$ cat src/sv/bsc_pkg.sv
package bsc_pkg;

    localparam int unsigned DataW = 32;
    localparam int unsigned CntW  = 5;

    localparam logic [1:0] REG_TEMP_COEF = 2'd0;
    localparam logic [1:0] REG_PRES_A    = 2'd1;
    localparam logic [1:0] REG_PRES_B    = 2'd2;
    localparam logic [1:0] REG_OSS       = 2'd3;

    localparam logic       KIND_TEMP = 1'b0;
    localparam logic       KIND_PRES = 1'b1;

    localparam logic [31:0] B6_OFFSET   = 32'd4000;
    localparam logic [31:0] X3_OFFSET   = 32'd32768;
    localparam logic [31:0] B7_SCALE    = 32'd50000;
    localparam logic [31:0] SIGN_BIT    = 32'h8000_0000;
    localparam logic [31:0] P_SQ_COEF   = 32'd3038;
    localparam logic [31:0] P_LIN_COEF  = 32'hFFFF_E343; // -7357
    localparam logic [31:0] P_OFFSET    = 32'd3791;

    typedef enum logic [3:0] {
        S_IDLE,
        S_T_MUL,
        S_T_DIV,
        S_P_SQ,
        S_P_X1,
        S_P_X2,
        S_P_X3,
        S_P_X4,
        S_P_B4,
        S_P_B7,
        S_P_DIV,
        S_P_T,
        S_P_XC,
        S_P_XD,
        S_DONE
    } t_state;

    // launch request for a serial arithmetic unit
    typedef struct packed {
        logic        start;
        logic        sgn;
        logic [31:0] a;
        logic [31:0] b;
    } t_unit_req;

    function automatic logic [31:0] asr(input logic [31:0] v, input logic [4:0] k);
        asr = 32'($signed(v) >>> k);
    endfunction

    // signed division by 2^k, truncating toward zero
    function automatic logic [31:0] sdiv_p2(input logic [31:0] v, input logic [4:0] k);
        logic [31:0] bias;
        bias = v[31] ? ((32'd1 << k) - 32'd1) : 32'd0;
        sdiv_p2 = asr(v + bias, k);
    endfunction

    function automatic logic [31:0] sx16(input logic [15:0] v);
        sx16 = {{16{v[15]}}, v};
    endfunction

endpackage

$ cat src/sv/bsc_if.sv
interface bsc_req_if;
    logic        valid;
    logic        ready;
    logic        op;
    logic [23:0] raw_sample;
    modport source (output valid, op, raw_sample, input ready);
    modport sink   (input valid, op, raw_sample, output ready);
endinterface

interface bsc_res_if;
    logic               valid;
    logic               ready;
    logic               kind;
    logic signed [31:0] value;
    logic               divide_error;
    modport source (output valid, kind, value, divide_error, input ready);
    modport sink   (input valid, kind, value, divide_error, output ready);
endinterface

interface bsc_cfg_if;
    logic        valid;
    logic        ready;
    logic [1:0]  index;
    logic [63:0] data;
    modport source (output valid, index, data, input ready);
    modport sink   (input valid, index, data, output ready);
endinterface

$ cat src/sv/barometric_sensor_compensation.sv
// Barometric sensor compensation.
// i_req carries one raw request: op 0 is a temperature sample (raw in bits 15:0),
// op 1 a pressure sample (24 bits, shifted right by 8 minus oversampling).
// o_res returns one result per request: kind echoes op, value is temperature in
// 0.1 degC or pressure in Pa, divide_error flags a zero divisor (value then 0).
// i_cfg writes calibration registers: 0 temperature coefficients, 1 and 2
// pressure coefficients, 3 oversampling. Write only while no request is open.
// A temperature request takes one serial multiply and one serial divide, a
// pressure request ten serial multiplies and one serial divide. Each step is a
// launch, 32 one-bit iterations, then done. A zero divisor skips the rest of
// the steps. The sequencer runs the steps one after another and takes the next
// request only once the result has moved into the output register.
// A temperature request updates the stored b5 used by later pressure requests;
// a zero divisor leaves b5 unchanged. Reset clears b5 and the calibration
// registers to 0, and neither request nor configuration is taken in reset.
// The result sits in an output register; when the receiver stalls, the next
// request is still taken and computed, then held until the result slot frees.
module barometric_sensor_compensation
    import bsc_pkg::*;
(
    input  logic   i_clk,
    input  logic   i_rst_n,
    bsc_req_if.sink   i_req,
    bsc_res_if.source o_res,
    bsc_cfg_if.sink   i_cfg
);
    t_state      r_state, n_state;
    logic        r_wait, n_wait;
    logic        r_kind;
    logic [23:0] r_raw;
    logic [63:0] r_tc, r_pa;
    logic [31:0] r_pb;
    logic [1:0]  r_oss;
    logic [31:0] r_b5;
    logic [31:0] r_x1, r_sq, r_b3, r_x3, r_b4, r_b7, r_p;
    logic [31:0] r_val;
    logic        r_err;
    logic        r_out_valid;
    logic        r_out_kind;
    logic [31:0] r_out_value;
    logic        r_out_err;

    t_unit_req   w_mreq, w_dreq;
    logic        w_mdone, w_ddone;
    logic [31:0] w_prod, w_quo;

    logic [31:0] w_b6, w_den, w_up, w_pa8, w_b5_new;
    logic        w_slot_free;

    bsc_mul u_mul (
        .i_clk  (i_clk),
        .i_rst_n(i_rst_n),
        .i_req  (w_mreq),
        .o_done (w_mdone),
        .o_prod (w_prod)
    );

    bsc_div u_div (
        .i_clk  (i_clk),
        .i_rst_n(i_rst_n),
        .i_req  (w_dreq),
        .o_done (w_ddone),
        .o_quo  (w_quo)
    );

    assign w_b6        = r_b5 - B6_OFFSET;
    assign w_den       = r_x1 + sx16(r_tc[15:0]);
    assign w_up        = 32'(r_raw >> (4'd8 - {2'b00, r_oss}));
    assign w_pa8       = asr(r_p, 5'd8);
    assign w_b5_new    = r_x1 + w_quo;
    assign w_slot_free = !r_out_valid || o_res.ready;

    // configuration port: ready out of reset, writes land directly
    assign i_cfg.ready = i_rst_n;
    always_ff @(posedge i_clk) begin
        if (!i_rst_n) begin
            r_tc  <= '0;
            r_pa  <= '0;
            r_pb  <= '0;
            r_oss <= '0;
        end else if (i_cfg.valid) begin
            unique case (i_cfg.index)
                REG_TEMP_COEF: r_tc  <= i_cfg.data;
                REG_PRES_A:    r_pa  <= i_cfg.data;
                REG_PRES_B:    r_pb  <= i_cfg.data[31:0];
                REG_OSS:       r_oss <= i_cfg.data[1:0];
                default:       r_oss <= r_oss;
            endcase
        end
    end

    assign i_req.ready = i_rst_n && (r_state == S_IDLE);

    always_ff @(posedge i_clk) begin
        if (!i_rst_n) begin
            r_state <= S_IDLE;
            r_wait  <= 1'b0;
        end else begin
            r_state <= n_state;
            r_wait  <= n_wait;
        end
    end

    // sequencer: each arithmetic state launches its unit once and waits for done, or ends on a zero divisor
    always_comb begin
        n_state = r_state;
        n_wait  = r_wait;
        w_mreq  = '{start: 1'b0, sgn: 1'b0, a: 32'd0, b: 32'd0};
        w_dreq  = '{start: 1'b0, sgn: 1'b0, a: 32'd0, b: 32'd0};
        unique case (r_state)
            S_IDLE: begin
                if (i_req.valid) begin
                    n_state = (i_req.op == KIND_TEMP) ? S_T_MUL : S_P_SQ;
                    n_wait  = 1'b0;
                end
            end
            S_T_MUL: begin
                w_mreq.a = {16'd0, r_raw[15:0]} - {16'd0, r_tc[47:32]};
                w_mreq.b = {16'd0, r_tc[63:48]};
            end
            S_T_DIV: begin
                w_dreq.sgn = 1'b1;
                w_dreq.a   = sx16(r_tc[31:16]) << 11;
                w_dreq.b   = w_den;
            end
            S_P_SQ: begin
                w_mreq.a = w_b6;
                w_mreq.b = w_b6;
            end
            S_P_X1: begin
                w_mreq.a = sx16(r_pb[15:0]);
                w_mreq.b = r_sq;
            end
            S_P_X2: begin
                w_mreq.a = sx16(r_pa[47:32]);
                w_mreq.b = w_b6;
            end
            S_P_X3: begin
                w_mreq.a = sx16(r_pa[31:16]);
                w_mreq.b = w_b6;
            end
            S_P_X4: begin
                w_mreq.a = sx16(r_pb[31:16]);
                w_mreq.b = r_sq;
            end
            S_P_B4: begin
                w_mreq.a = {16'd0, r_pa[15:0]};
                w_mreq.b = r_x3 + X3_OFFSET;
            end
            S_P_B7: begin
                w_mreq.a = w_up - r_b3;
                w_mreq.b = B7_SCALE >> r_oss;
            end
            S_P_DIV: begin
                w_dreq.a = r_b7[31] ? r_b7 : {r_b7[30:0], 1'b0};
                w_dreq.b = r_b4;
            end
            S_P_T: begin
                w_mreq.a = w_pa8;
                w_mreq.b = w_pa8;
            end
            S_P_XC: begin
                w_mreq.a = r_x1;
                w_mreq.b = P_SQ_COEF;
            end
            S_P_XD: begin
                w_mreq.a = P_LIN_COEF;
                w_mreq.b = r_p;
            end
            S_DONE: begin
                if (w_slot_free) begin
                    n_state = S_IDLE;
                end
            end
            default: n_state = S_IDLE;
        endcase

        // launch or finish the step of the current arithmetic state
        if (r_state != S_IDLE && r_state != S_DONE) begin
            if (!r_wait) begin
                if (r_state == S_T_DIV && w_den == 32'd0) begin
                    n_state = S_DONE;
                end else if (r_state == S_P_B7 && r_b4 == 32'd0) begin
                    n_state = S_DONE;
                end else begin
                    n_wait = 1'b1;
                    if (r_state == S_T_DIV || r_state == S_P_DIV) begin
                        w_dreq.start = 1'b1;
                    end else begin
                        w_mreq.start = 1'b1;
                    end
                end
            end else if (w_mdone || w_ddone) begin
                n_wait = 1'b0;
                unique case (r_state)
                    S_T_MUL: n_state = S_T_DIV;
                    S_P_SQ:  n_state = S_P_X1;
                    S_P_X1:  n_state = S_P_X2;
                    S_P_X2:  n_state = S_P_X3;
                    S_P_X3:  n_state = S_P_X4;
                    S_P_X4:  n_state = S_P_B4;
                    S_P_B4:  n_state = S_P_B7;
                    S_P_B7:  n_state = S_P_DIV;
                    S_P_DIV: n_state = S_P_T;
                    S_P_T:   n_state = S_P_XC;
                    S_P_XC:  n_state = S_P_XD;
                    default: n_state = S_DONE;
                endcase
            end
        end
    end

    // datapath registers: loaded when a request is taken, flagged on a zero divisor, captured when a step finishes
    always_ff @(posedge i_clk) begin
        if (r_state == S_IDLE && i_req.valid) begin
            r_kind <= i_req.op;
            r_raw  <= i_req.raw_sample;
            r_val  <= '0;
            r_err  <= 1'b0;
        end
        if (r_state == S_T_DIV && !r_wait && w_den == 32'd0) begin
            r_err <= 1'b1;
        end
        if (r_state == S_P_B7 && !r_wait && r_b4 == 32'd0) begin
            r_err <= 1'b1;
        end
        if (r_wait && (w_mdone || w_ddone)) begin
            unique case (r_state)
                S_T_MUL: r_x1 <= sdiv_p2(w_prod, 5'd15);
                S_T_DIV: r_val <= sdiv_p2(w_b5_new + 32'd8, 5'd4);
                S_P_SQ:  r_sq <= asr(w_prod, 5'd12);
                S_P_X1:  r_x1 <= asr(w_prod, 5'd11);
                S_P_X2:  r_b3 <= asr((((r_pa[63:48] == 16'd0 ? 32'd0
                                    : sx16(r_pa[63:48]) << 2) + r_x1 + asr(w_prod, 5'd11))
                                    << r_oss) + 32'd2, 5'd2);
                S_P_X3:  r_x1 <= asr(w_prod, 5'd13);
                S_P_X4:  r_x3 <= asr(r_x1 + asr(w_prod, 5'd16) + 32'd2, 5'd2);
                S_P_B4:  r_b4 <= w_prod >> 15;
                S_P_B7:  r_b7 <= w_prod;
                S_P_DIV: r_p  <= r_b7[31] ? {w_quo[30:0], 1'b0} : w_quo;
                S_P_T:   r_x1 <= w_prod;
                S_P_XC:  r_x3 <= asr(w_prod, 5'd16);
                S_P_XD:  r_val <= r_p + sdiv_p2(r_x3 + asr(w_prod, 5'd16) + P_OFFSET, 5'd4);
                default: r_val <= r_val;
            endcase
        end
    end

    // stored b5: advance only on a temperature request with a nonzero divisor
    always_ff @(posedge i_clk) begin
        if (!i_rst_n) begin
            r_b5 <= '0;
        end else if (r_state == S_T_DIV && r_wait && w_ddone) begin
            r_b5 <= w_b5_new;
        end
    end

    // output register: hold the result until the receiver takes it
    always_ff @(posedge i_clk) begin
        if (!i_rst_n) begin
            r_out_valid <= 1'b0;
        end else if (r_state == S_DONE && w_slot_free) begin
            r_out_valid <= 1'b1;
        end else if (o_res.ready) begin
            r_out_valid <= 1'b0;
        end
    end

    always_ff @(posedge i_clk) begin
        if (r_state == S_DONE && w_slot_free) begin
            r_out_kind  <= r_kind;
            r_out_value <= r_err ? 32'd0 : r_val;
            r_out_err   <= r_err;
        end
    end

    assign o_res.valid        = r_out_valid;
    assign o_res.kind         = r_out_kind;
    assign o_res.value        = $signed(r_out_value);
    assign o_res.divide_error = r_out_err;

    a_err_zero: assert property (@(posedge i_clk) disable iff (!i_rst_n)
        (r_out_valid && r_out_err) |-> (r_out_value == 32'd0))
        else $error("divide error result with nonzero value");

    a_accept_busy: assert property (@(posedge i_clk) disable iff (!i_rst_n)
        (i_req.valid && i_req.ready) |=> (r_state != S_IDLE))
        else $error("sequencer idle after accepting a request");

    a_unit_done: assert property (@(posedge i_clk) disable iff (!i_rst_n)
        (w_mdone || w_ddone) |-> r_wait)
        else $error("arithmetic unit finished with no step pending");

endmodule

$ cat src/sv/bsc_mul.sv
module bsc_mul
    import bsc_pkg::*;
(
    input  logic        i_clk,
    input  logic        i_rst_n,
    input  t_unit_req   i_req,
    output logic        o_done,
    output logic [31:0] o_prod
);
    logic [31:0]     r_a, r_b, r_acc;
    logic [CntW-1:0] r_cnt;
    logic            r_busy, r_done;

    // shift-add, one multiplier bit per cycle, low 32 bits kept
    always_ff @(posedge i_clk) begin
        if (!i_rst_n) begin
            r_busy <= 1'b0;
            r_done <= 1'b0;
            r_cnt  <= '0;
        end else begin
            r_done <= r_busy && (r_cnt == CntW'(DataW - 1));
            if (i_req.start) begin
                r_busy <= 1'b1;
                r_cnt  <= '0;
            end else if (r_busy) begin
                r_cnt <= r_cnt + 1'b1;
                if (r_cnt == CntW'(DataW - 1)) begin
                    r_busy <= 1'b0;
                end
            end
        end
    end

    always_ff @(posedge i_clk) begin
        if (i_req.start) begin
            r_a   <= i_req.a;
            r_b   <= i_req.b;
            r_acc <= '0;
        end else if (r_busy) begin
            if (r_b[0]) begin
                r_acc <= r_acc + r_a;
            end
            r_a <= {r_a[30:0], 1'b0};
            r_b <= {1'b0, r_b[31:1]};
        end
    end

    assign o_done = r_done;
    assign o_prod = r_acc;
endmodule

$ cat src/sv/bsc_div.sv
module bsc_div
    import bsc_pkg::*;
(
    input  logic        i_clk,
    input  logic        i_rst_n,
    input  t_unit_req   i_req,
    output logic        o_done,
    output logic [31:0] o_quo
);
    logic [31:0]     r_quo, r_dvs;
    logic [32:0]     r_rem;
    logic [CntW-1:0] r_cnt;
    logic            r_busy, r_done, r_neg;
    logic [32:0]     w_shift, w_diff;

    // restoring division, one quotient bit per cycle on magnitudes
    assign w_shift = {r_rem[31:0], r_quo[31]};
    assign w_diff  = w_shift - {1'b0, r_dvs};

    always_ff @(posedge i_clk) begin
        if (!i_rst_n) begin
            r_busy <= 1'b0;
            r_done <= 1'b0;
            r_cnt  <= '0;
        end else begin
            r_done <= r_busy && (r_cnt == CntW'(DataW - 1));
            if (i_req.start) begin
                r_busy <= 1'b1;
                r_cnt  <= '0;
            end else if (r_busy) begin
                r_cnt <= r_cnt + 1'b1;
                if (r_cnt == CntW'(DataW - 1)) begin
                    r_busy <= 1'b0;
                end
            end
        end
    end

    always_ff @(posedge i_clk) begin
        if (i_req.start) begin
            r_rem <= '0;
            r_quo <= (i_req.sgn && i_req.a[31]) ? (32'd0 - i_req.a) : i_req.a;
            r_dvs <= (i_req.sgn && i_req.b[31]) ? (32'd0 - i_req.b) : i_req.b;
            r_neg <= i_req.sgn && (i_req.a[31] ^ i_req.b[31]);
        end else if (r_busy) begin
            if (!w_diff[32]) begin
                r_rem <= w_diff;
                r_quo <= {r_quo[30:0], 1'b1};
            end else begin
                r_rem <= w_shift;
                r_quo <= {r_quo[30:0], 1'b0};
            end
        end
    end

    assign o_done = r_done;
    assign o_quo  = r_neg ? (32'd0 - r_quo) : r_quo;
endmodule

$ cat src/flat_wrapper.sv
// flat-port wrapper written by rule: the top's interface ports become plain ports
module barometric_sensor_compensation_flat import bsc_pkg::*;
  (i_clk, i_rst_n, i_req_valid, i_req_op, i_req_raw_sample, i_req_ready, o_res_valid, o_res_kind, o_res_value, o_res_divide_error, o_res_ready, i_cfg_valid, i_cfg_index, i_cfg_data, i_cfg_ready);
  bsc_req_if i_req_i ();
  bsc_res_if o_res_i ();
  bsc_cfg_if i_cfg_i ();
  input  logic i_clk;
  input  logic i_rst_n;
  input wire logic [$bits(i_req_i.valid)-1:0] i_req_valid;
  input wire logic [$bits(i_req_i.op)-1:0] i_req_op;
  input wire logic [$bits(i_req_i.raw_sample)-1:0] i_req_raw_sample;
  output wire logic [$bits(i_req_i.ready)-1:0] i_req_ready;
  output wire logic [$bits(o_res_i.valid)-1:0] o_res_valid;
  output wire logic [$bits(o_res_i.kind)-1:0] o_res_kind;
  output wire logic [$bits(o_res_i.value)-1:0] o_res_value;
  output wire logic [$bits(o_res_i.divide_error)-1:0] o_res_divide_error;
  input wire logic [$bits(o_res_i.ready)-1:0] o_res_ready;
  input wire logic [$bits(i_cfg_i.valid)-1:0] i_cfg_valid;
  input wire logic [$bits(i_cfg_i.index)-1:0] i_cfg_index;
  input wire logic [$bits(i_cfg_i.data)-1:0] i_cfg_data;
  output wire logic [$bits(i_cfg_i.ready)-1:0] i_cfg_ready;
  assign i_req_i.valid = i_req_valid;
  assign i_req_i.op = i_req_op;
  assign i_req_i.raw_sample = i_req_raw_sample;
  assign i_req_ready = i_req_i.ready;
  assign o_res_valid = o_res_i.valid;
  assign o_res_kind = o_res_i.kind;
  assign o_res_value = o_res_i.value;
  assign o_res_divide_error = o_res_i.divide_error;
  assign o_res_i.ready = o_res_ready;
  assign i_cfg_i.valid = i_cfg_valid;
  assign i_cfg_i.index = i_cfg_index;
  assign i_cfg_i.data = i_cfg_data;
  assign i_cfg_ready = i_cfg_i.ready;
  barometric_sensor_compensation u_core (.i_clk(i_clk), .i_rst_n(i_rst_n), .i_req(i_req_i), .o_res(o_res_i), .i_cfg(i_cfg_i));
endmodule
$ cat config.mk
export PLATFORM = sky130hd
export DESIGN_NAME = barometric_sensor_compensation_flat
export DESIGN_NICKNAME = d
export VERILOG_FILES = /design/src/sv/bsc_pkg.sv /design/src/sv/bsc_if.sv /design/src/sv/barometric_sensor_compensation.sv /design/src/sv/bsc_mul.sv /design/src/sv/bsc_div.sv /design/src/flat_wrapper.sv
export SDC_FILE = /design/constraint.sdc
export NUM_CORES = 2
export LEC_CHECK = 0
export BUFFER_PORTS_ARGS = -buffer_cell sky130_fd_sc_hd__buf_4
export CAP_MARGIN = 20
export CORE_UTILIZATION = 45
export CTS_CLUSTER_SIZE = 16
export DETAILED_ROUTE_END_ITERATION = 6
export PLACE_DENSITY_LB_ADDON = 0.12
export SETUP_SLACK_MARGIN = 0.3
export SLEW_MARGIN = 10
export SYNTH_ARGS = -nofsm -noshare
export SYNTH_HDL_FRONTEND = slang
export SYNTH_SLANG_ARGS = --single-unit
$ cat constraint.sdc
create_clock -name i_clk -period 9.2 [get_ports i_clk]
set_clock_uncertainty 0.05 [all_clocks]
set_input_delay 0.92 -clock i_clk [delete_from_list [all_inputs] [get_ports i_clk]]
set_output_delay 0.92 -clock i_clk [all_outputs]
set_load 0.02 [all_outputs]
==> results_dict.tcl <==
set metrics [dict create \
    vdd_drop_max_mv 0.202 \
    syn_area_per_cell_um2 8.73 \
    io_buffers 132 \
    finalSetupViolations 0 \
    cp_common_cell "nand2_1" \
    crit_path_top_delay_cell "or4_1" \
    grt_pass1_wl_mm 293 \
    final_cell_mix "nand2_1, a21oi_1, edfxtp_1" \
    coreArea_mm2 0.113 \
    cp-end-kind "register" \
    reg2reg_depth 27 \
    ctsHoldBuffers 0 \
    cts.sink_count 696 \
    met2_usage_pct 51.0 \
    power_density_mw_per_mm2 321 \
    hpwl_mm 152 \
    setup_slack_ps 1090 \
    final_cells 7507 \
    overflow 0 \
    netlist_area_mm2 0.0516 \
    path_delay_family "simple AND/OR/NAND/NOR gates" \
    final_common_cell "nand2_1" \
    gp_congestion 0.969 \
    globalRouteMet3Util_pct 7.19 \
    yosysSeqAreaShare_pct 35.0 \
    clk_pin_slew_worst_paths_ps 70 \
    cts_tree "done" \
    cp-start-kind "register" \
    busiest_layer "met2" \
    row_count 123 \
    numCtsBuffers 84 \
    timing.rr.start "u_core.u_div.r_quo[7]" \
    timing.rr.end "u_core.r_val[30]" \
    antenna_found_initial 9 \
    tightest_slew_ps 1380 \
    grt_pass1_vias 43374 \
    rrSetupSlack_ps 1090 \
    dp_worst_setup_slack_ps 1060 \
    ios 133 \
    ys_types 113 \
    min_path_cells 1 \
    worstPathMaxFanout 16 \
    hold_path.class "in2reg" \
    final_core_util_pct 50.5 \
    drtIter0Drc 5426 \
    drv_cap 0 \
    clock_latency_ps 720 \
    fill_cells 10799 \
    fmax_ghz 0.123 \
    routed-via-count 47060 \
    start_util_pct 45.6 \
    setup-tns-final_ps 0 \
    period_needed_ps 8110 \
    wl_per_cell_um 27.0 \
    crit_buf_inv 1 \
    grtUsageMet1_pct 45.6 \
    finalNetCount 6455 \
    ant_nets 0 \
    syn2layout_area_growth_pct 10.7 \
    drive_gt1_share_pct 9.24 \
    synthCells 5913 \
    fp.dieArea_mm2 0.116 \
    first_pass_iters 6 \
    die_height_um 341 \
    drc 0 \
    grt_max_degree 82 \
    crit_cells 27 \
    slew_violations 0 \
    htreeDepth 3 \
    timing.final.crit_share_pct 88.2 \
    cts-root-buf "clkbuf_16" \
    ys_ff_latch 696 \
    vias_per_cell 6.27 \
    die_w_um 341 \
    ys.flop_type "edfxtp_1" \
    status "complete, no violations" \
    min_to "u_core.r_raw[18]" \
    cts_buffer_depth 3 \
    synthArstFlopShare_pct 0 \
    power.leakage_nw 22.8 \
    ys_warn_count 0 \
    max-slew-margin-rel_pct 7.92 \
    hp-start "i_req_raw_sample[18]" \
    totalWireLength_mm 203 \
    globalRouteTotalUtil_pct 34.1 \
    critical_path_arrival_ps 8630 \
    placed_cells 7344 \
    synth_edf_count 413 \
    critPathKind "reg2reg" \
    cpPeakStageDelay_ps 620 \
    hold_violations 0 \
    rsz0062_at_grt "false" \
    critical_path_required_ps 9710 \
]
-- sequential cells by signal, indices dropped and copies added (netlist names), 30 cells and up, named ones only --
| signal | count |
|---|---|
| u_core.r_b3 | 30 |
| u_core.r_tc | 64 |
| u_core.r_val | 32 |
| u_core.u_mul.o_prod | 32 |
| u_core.u_mul.r_a | 32 |
| u_core.o_res.value | 32 |
| u_core.r_x1 | 32 |
| u_core.u_div.r_rem | 32 |
| u_core.r_pa | 64 |
| u_core.u_div.r_quo | 32 |
| u_core.r_b7 | 32 |
| u_core.r_b5 | 32 |
| u_core.r_pb | 32 |
| u_core.r_x3 | 30 |
| u_core.u_mul.r_b | 32 |
| u_core.r_p | 32 |
| u_core.u_div.r_dvs | 32 |
-- per-stage QoR --
stage | area (um^2) | power, mW | hold WS, ps
CTS | 57000 | 18.2 | 305
floorplan | 51600 | 11.8 | 350
detailed placement | 54200 | 14.7 | 360
global placement | 54200 | 14.6 | 366
finish | 57100 | 18.3 | 337
global route | 57100 | 19.4 | 321
-- area by class of cell --
class	instances	area, um^2	share of cell area (%)
timing repair buffer	238	1810	3.18
antenna	2	5.00	0.00877
sequential	696	18100	31.7
inverter	219	827	1.45
tap	1500	1880	3.29
clock buffer	118	2380	4.18
multi-input combinational	4696	31700	55.5
clock inverter	38	435	0.763
-- routing by layer --
| layer | part of all wire [%] | vias to the layer above |
|---|---|---|
| li1 | - | 21734 |
| met1 | 41 | 22538 |
| met2 | 42 | 2279 |
| met3 | 9.9 | 501 |
| met4 | 6.6 | 8 |
| met5 | 0.025 | - |
-- report_power, final --
| group | total (mW) | internal [mW] | switching (mW) |
|---|---|---|---|
| registers | 4.51 | 4.09 | 0.416 |
| clock network | 3.47 | 1.97 | 1.50 |
| logic | 10.3 | 3.78 | 6.56 |
| total | 18.3 | 9.84 | 8.47 |
-- synthesized netlist by cell type, types with 13 or more instances --
cell type	instances	area share [%]
a211o_1	13	0.22
a211oi_1	62	0.90
a21boi_0	14	0.20
a21o_1	123	1.8
a21oi_1	565	5.5
a221oi_1	50	0.85
a222oi_1	35	0.68
a22o_1	41	0.70
a22oi_1	77	1.1
a31oi_1	57	0.69
and2_1	32	0.39
and3_1	53	0.64
buf_1	17	0.12
buf_2	13	0.13
clkbuf_1	272	2.0
dfxtp_1	283	11
edfxtp_1	413	24
fa_1	39	1.5
ha_1	385	9.3
inv_1	217	1.6
mux2_2	66	1.4
mux2i_1	110	2.1
nand2_1	822	6.0
nand2b_1	63	0.76
nand3_1	137	1.3
nand4_1	55	0.67
nor2_1	393	2.9
nor2b_1	72	0.87
nor3_1	106	1.0
nor4_1	26	0.32
o211ai_1	47	0.68
o21a_1	38	0.55
o21ai_0	338	3.3
o21bai_1	27	0.39
o31ai_1	37	0.54
o41ai_1	13	0.22
or2_2	28	0.34
or3_1	36	0.44
or4_1	16	0.23
xnor2_1	278	4.7
xor2_1	172	2.9
-- how the worst max path moves through the flow --
stage	start	to	slack, ps
floorplan	u_core.u_mul.o_prod[31]	u_core.r_val[31]	1270
global placement	u_core.u_div.r_quo[7]	u_core.r_val[30]	1180
detailed placement	u_core.u_div.r_quo[7]	u_core.r_val[30]	1060
CTS	u_core.u_div.r_quo[7]	u_core.r_val[30]	1020
global route	u_core.u_div.r_quo[7]	u_core.r_val[30]	510
finish	u_core.u_div.r_quo[7]	u_core.r_val[30]	1090
-- cell families (layout without fill, tap and decap cells) --
kind of cell / after synthesis / after routing / synth area share, %
muxes: 176 / 176 / 3.57
other: 1 / 6 / 0.00727
buffers and inverters: 524 / 613 / 3.87
xor gates and xnor gates: 452 / 452 / 7.71
AOI/OAI and AO/OA: 1718 / 1718 / 21.6
adders and majority gates: 424 / 424 / 10.8
and+or+nand+nor: 1922 / 1922 / 17.3
DFF: 696 / 696 / 35.0
-- repair_timing --
item | 4_1_cts | 5_1_grt
gates resized for setup | 0 | 1
buffers inserted | 0 | 0
endpoints found under the setup margin | 0 | 5
Note: power is estimated with default switching activity, not from simulation.
